===== src/rtl/prrf_pkg.sv =====
// ----------------------------------------------------------------------------
// Packet record ring FIFO package
// Shared sizes, command and status codes, and the control and status
// structures that pass between the controller and the datapath.
// ----------------------------------------------------------------------------
package prrf_pkg;

    localparam int RING_DEPTH = 1024;
    localparam int PTR_W      = $clog2(RING_DEPTH);
    localparam int CNT_W      = PTR_W + 1;

    localparam logic [1:0] CMD_BEGIN = 2'd0;
    localparam logic [1:0] CMD_DATA  = 2'd1;

    localparam logic [2:0] ST_ACCEPTED = 3'd0;
    localparam logic [2:0] ST_TOO_BIG  = 3'd1;
    localparam logic [2:0] ST_FULL     = 3'd2;
    localparam logic [2:0] ST_BYTE     = 3'd3;
    localparam logic [2:0] ST_READ     = 3'd4;
    localparam logic [2:0] ST_EMPTY    = 3'd5;

    typedef struct packed {
        logic do_begin;
        logic do_wr_len;
        logic do_data;
        logic do_empty;
        logic do_rd_hdr;
        logic do_rd_next;
        logic do_hdr_port;
        logic do_hdr_len;
        logic do_rd_data;
    } ctl_t;

    typedef struct packed {
        logic out_free;
        logic begin_ok;
        logic ring_empty;
        logic rd_in_record;
        logic hdr_len_zero;
    } sts_t;

    function automatic logic [PTR_W-1:0] adv(input logic [PTR_W-1:0] p);
        return (p == PTR_W'(RING_DEPTH - 1)) ? '0 : p + 1'b1;
    endfunction

endpackage


===== src/rtl/prrf_ctrl.sv =====
// ----------------------------------------------------------------------------
// Packet record ring FIFO controller
// Sequences each command through the write and read steps of the datapath.
// ----------------------------------------------------------------------------
module prrf_ctrl (
    input  logic               aclk,
    input  logic               aresetn,
    input  logic               in_valid,
    input  logic [1:0]         in_command,
    output logic               in_ready,
    input  prrf_pkg::sts_t     sts,
    output prrf_pkg::ctl_t     ctl
);

    typedef enum logic [4:0] {
        S_IDLE = 5'b00001,
        S_WLEN = 5'b00010,
        S_RHP  = 5'b00100,
        S_RHL  = 5'b01000,
        S_RDAT = 5'b10000
    } state_t;

    state_t state_reg, state_next;
    logic   fire;

    assign in_ready = (state_reg == S_IDLE) && sts.out_free;
    assign fire     = in_valid && in_ready;

    always_comb begin
        ctl        = '0;
        state_next = state_reg;
        unique case (state_reg)
            S_IDLE: begin
                if (fire) begin
                    if (in_command == prrf_pkg::CMD_BEGIN) begin
                        ctl.do_begin = 1'b1;
                        if (sts.begin_ok) begin
                            state_next = S_WLEN;
                        end
                    end else if (in_command == prrf_pkg::CMD_DATA) begin
                        ctl.do_data = 1'b1;
                    end else if (sts.rd_in_record) begin
                        ctl.do_rd_next = 1'b1;
                        state_next     = S_RDAT;
                    end else if (sts.ring_empty) begin
                        ctl.do_empty = 1'b1;
                    end else begin
                        ctl.do_rd_hdr = 1'b1;
                        state_next    = S_RHP;
                    end
                end
            end
            S_WLEN: begin
                ctl.do_wr_len = 1'b1;
                state_next    = S_IDLE;
            end
            S_RHP: begin
                ctl.do_hdr_port = 1'b1;
                state_next      = S_RHL;
            end
            S_RHL: begin
                ctl.do_hdr_len = 1'b1;
                state_next     = sts.hdr_len_zero ? S_IDLE : S_RDAT;
            end
            S_RDAT: begin
                ctl.do_rd_data = 1'b1;
                state_next     = S_IDLE;
            end
            default: begin
                state_next = S_IDLE;
            end
        endcase
    end

    always_ff @(posedge aclk) begin
        if (!aresetn) begin
            state_reg <= S_IDLE;
        end else begin
            state_reg <= state_next;
        end
    end

endmodule


===== config.mk =====
export PLATFORM = sky130hd
export DESIGN_NAME = prrf_ctrl
export DESIGN_NICKNAME = d
export VERILOG_FILES = /design/src/rtl/prrf_pkg.sv /design/src/rtl/prrf_ctrl.sv
export SDC_FILE = /design/constraint.sdc
export NUM_CORES = 1
export LEC_CHECK = 0
export ABC_AREA = 1
export BUFFER_PORTS_ARGS = -buffer_cell sky130_fd_sc_hd__buf_2
export CORE_AREA = 5 5 42 44
export CTS_BUF_LIST = sky130_fd_sc_hd__clkbuf_8
export DETAILED_ROUTE_END_ITERATION = 7
export DIE_AREA = 0 0 47 49
export GPL_ROUTABILITY_DRIVEN = 0
export PLACE_DENSITY = 0.63
export SLEW_MARGIN = 20
export SYNTH_ARGS = -nofsm -noshare
export SYNTH_HDL_FRONTEND = slang
export SYNTH_SLANG_ARGS = --single-unit

===== constraint.sdc =====
create_clock -name aclk -period 2.25 [get_ports aclk]
set_input_delay 0.225 -clock aclk [delete_from_list [all_inputs] [get_ports aclk]]
set_output_delay 0.225 -clock aclk [all_outputs]
set_load 0.05 [all_outputs]

# After elaboration in Yosys (flattened, before gate mapping)
# Cells that the tools add are included.
classes:
  n_eq_ne: 10
  n_mux: 24
  n_reduce_logical: 4
op_table:
  columns: ["cell", "count"]
  rows:
  - ["2-to-1 mux 5 bit", 7]
  - ["one-hot mux 5 bit (3 select lines)", 1]
  - ["2-to-1 mux 4 bit", 3]
  - ["2-to-1 mux 1 bit", 11]
  - ["!= test 3 bit, second input constant", 2]
  - ["equality test 5 x 1 -> 1 bit, second input constant", 1]
  - ["equality test 5 x 2 -> 1 bit, second input constant", 1]
  - ["equality test 5 x 3 -> 1 bit, second input constant", 1]
  - ["equality test 5 x 4 -> 1 bit, second input constant", 1]
  - ["equality test 5 bit, second input constant", 1]
  - ["!= test 4 x 3 -> 1 bit, second input constant", 1]
  - ["AND reduction 4 bit", 1]
  - ["2-to-1 mux 3 bit", 1]
  - ["equality test 2 x 1 -> 1 bit, second input constant", 1]
  - ["logical AND 1 bit", 2]
  - ["logical NOT 2 bit", 1]
  - ["2-to-1 mux 2 bit", 1]
  - ["!= test 2 bit, second input constant", 1]
totals:
  register_bits: 5
  inputBits: 10
  out_inout_bits: 10
  elab_cells: 39

# Longest topological paths before layout
logic_depth:
  word_depth: 6
  ltp_mapped: 8
  mapped_depth_nobuf: 8

# Least setup slack after synthesis
# Ideal clock, no wire load.
synth_timing:
  path_kind: "flip-flop to output port"
  from: "reg state_reg[2]"
  to: "out ctl[4] (netlist bit)"
  arrival_time_ns: 2.485
  t_required_ns: 2.025
  slack_ns: -0.460
  stages_incl_launch_ff: 6
  path_buffers: 0
  path_cell_list: "dfxtp_1 nor2_4 nand4_4 nor2_4 nand2_2 nor4_1"
synth_lines:
  columns: ["item", "line", "source"]
  rows:
  - ["from (decl)", "prrf_ctrl.sv:23", "state_t state_reg, state_next;"]
  - ["from (signal assigned)", "prrf_ctrl.sv:79", "state_reg <= state_next;"]
  - ["to (decl)", "prrf_ctrl.sv:12", "output prrf_pkg::ctl_t ctl"]

==> summary.txt <==
max reg flops -> 5
Fin. Hold Viols -> 0
Clk network pwr share -> 40.7%
Yosys reg bits -> 5
drt pass-1 iters -> 4
P_int -> 257.3 uW
CTS clk-pin slew, worst paths -> 0.04 ns
Period minus WS final -> 1.772 ns
first-pass GRT wire length -> 1462 um
status -> completed
# Post-CTS Setup Buffers -> 0
clock sink total -> 5
R2R Setup Slk -> 1.07 ns
CP endpoint kind -> primary output
ratio of cells with drive above 1 in the final layout -> 34.52%
drc violations -> 0
Peak VDD IR -> 0.0003136 V
pre-CTS setup slack -> 0.6993 ns
post-route clock period utilization -> 78.75%
pwr dens -> 703.2 nW/um^2
max_cap viols -> 0
Overflow after GRT -> 0
fillers -> 159
sw power -> 136.0 uW
max-slew violations -> 0
cell leakage power -> 0.3366 nW
fin nets -> 95
Crit path arrival time -> 1.55 ns
CP Launch Point -> state_reg[2]$_SDFFE_PN0P_
Die Span X -> 47 um
Pwr Total -> 393.3 uW
Max Freq -> 0.5644 GHz
area growth from synthesis to layout -> 40.13%
Rows -> 14
CTS H-Tree Depth -> 1
CP Launch Type -> register
sequential area share after synthesis -> 25.08%
Yosys Warn Count -> 0
die area -> 2303 sq um
average vias per placed instance -> 4.460
DP HPWL -> 802.6 um
syn_nets -> 71
Netlist cell types -> 12
final number of setup-violating endpoints -> 0
Synth Cell Area -> 399.1 sq um
worst relative slew slack -> 83.95%
cts hold-fix bufs -> 0
skew final -> 0.002580 ns
critical path type -> register to primary output
I/O Pins -> 20
CTS tree -> yes
initial drt markers -> 4
final hold slack -> 0.2731 ns
post_cts resized -> 0
clk_lat worst skew -> 0.22 ns
core area -> 1401 sq um
routed via count -> 446
required time of the critical path -> 2.03 ns
worst hold path type -> input port to register
largest net degree at the start of global routing -> 7
Hold Path Origin -> aresetn
Sequential Power Share -> 25.8%
Root Driver -> clkbuf_8
ANT cells -> 0
Post-DRT Antenna Nets -> 0
Combinational Power Share -> 33.5%
RSZ-0062 raised after global routing -> false
number of global-route vias before repair -> 420
Max FO, Critical Path -> 5
die height -> 49 um
Mapped Avg Cell Area -> 6.543 sq um
Detailed Route WL -> 931 um
Initial Util -> 28.48%
RR Startpoint -> state_reg[2]$_SDFFE_PN0P_
CTS Buf Count -> 3
Synth Instances -> 61
post-route setup slack -> 0.4781 ns
clk buf depth -> 2
switching share of power -> 34.58%
Routed WL per cell -> 9.310 um
initial antenna violation count -> 0
gr usage total -> 8.867%
worst slew pin tran -> 0.2385 ns
# port buffers -> 19
[worst paths after layout]
check	to	cells after the start
max	ctl[5]	6
min	state_reg[0]$_SDFFE_PN1P_	2
max reg2reg	state_reg[2]$_SDFFE_PN0P_	8
min reg2reg	state_reg[3]$_SDFFE_PN0P_	2
[logic make-up (layout without fill, tap and decap cells)]
logic type | count (synthesis) | after routing | share of synthesized area, %
AO/OA/AOI/OAI | 1 | 1 | 5.329
AND/OR/NAND/NOR | 38 | 38 | 53.60
flip-flops | 5 | 5 | 25.08
buffers and inverters | 17 | 40 | 15.99
[worst max-delay path, cell delays in order, from the launching register on]
cell and delay (ns):
dfxtp_1 0.34, nor2_4 0.16, nand4_4 0.13, nor2_4 0.12, nand2_2 0.08, nor4_1 0.19, buf_2 0.31
[cell usage in the layout (no fill, tap or decap), types with 2 or more instances in the layout]
cell | netlist | layout
clkbuf_8 | 0 | 3
inv_1 | 17 | 18
dfxtp_1 | 5 | 5
nor3_1 | 3 | 3
nor2_4 | 3 | 3
nand2_2 | 2 | 2
buf_2 | 0 | 19
nand2_1 | 6 | 6
nand4_1 | 4 | 4
nor2_1 | 11 | 11
nor4_1 | 2 | 2
nand3_1 | 6 | 6
[cell usage after synthesis, drive strengths merged]
master | instances | area [sq um]
inv | 17 | 63.81
nand4 | 5 | 46.29
nand2 | 8 | 35.03
nand3 | 6 | 30.03
o31ai | 1 | 21.27
nor2 | 14 | 75.07
dfxtp | 5 | 100.1
nor3 | 3 | 15.01
nor4 | 2 | 12.51
[stage by stage]
| stage | std cells | instance area (sq um) | setup TNS, ns | util, % |
|---|---|---|---|---|
| 2_1_floorplan | 61 | 399.1 | -0.9800 | - |
| 3_3_place_gp | 96 | 514.2 | 0 | 36.70 |
| 3_5_place_dp | 96 | 514.2 | 0 | 36.70 |
| 4_1_cts | 100 | 559.3 | 0 | 39.91 |
| 5_1_grt | 100 | 559.3 | 0 | 39.91 |
| 6_report | 100 | 559.3 | 0 | 39.91 |
[metal layers]
metal / up-vias / global-route usage, % / share of wire, %
met1: 187 / 8.991 / 39
met3: 4 / 0.3690 / 8.4
met4: 0 / 9.677 / 4.3
li1: 237 / - / -
met2: 18 / 14.25 / 48
met5: - / 0 / 0
[layout make-up]
type	count	area, sq um	share of cell area (%)
Sequential cell	5	100.1	17.90
Clock inverter	1	3.754	0.6711
Inverter	17	63.81	11.41
Timing Repair Buffer	19	95.09	17.00
Clock buffer	3	41.29	7.383
Multi-Input combinational cell	39	235.2	42.06
Tap cell	16	20.02	3.579
[power by group through the flow]
| stage | combinational, mW | clock (mW) | sequential [mW] |
|---|---|---|---|
| floorplan | 0.104 | 0 | 0.102 |
| global placement | 0.130 | 0 | 0.103 |
| detailed placement | 0.133 | 0 | 0.103 |
| CTS | 0.133 | 0.165 | 0.101 |
| global route | 0.142 | 0.171 | 0.102 |
| finish | 0.132 | 0.160 | 0.102 |
No activity file was read; power rests on OpenSTA's default activity.
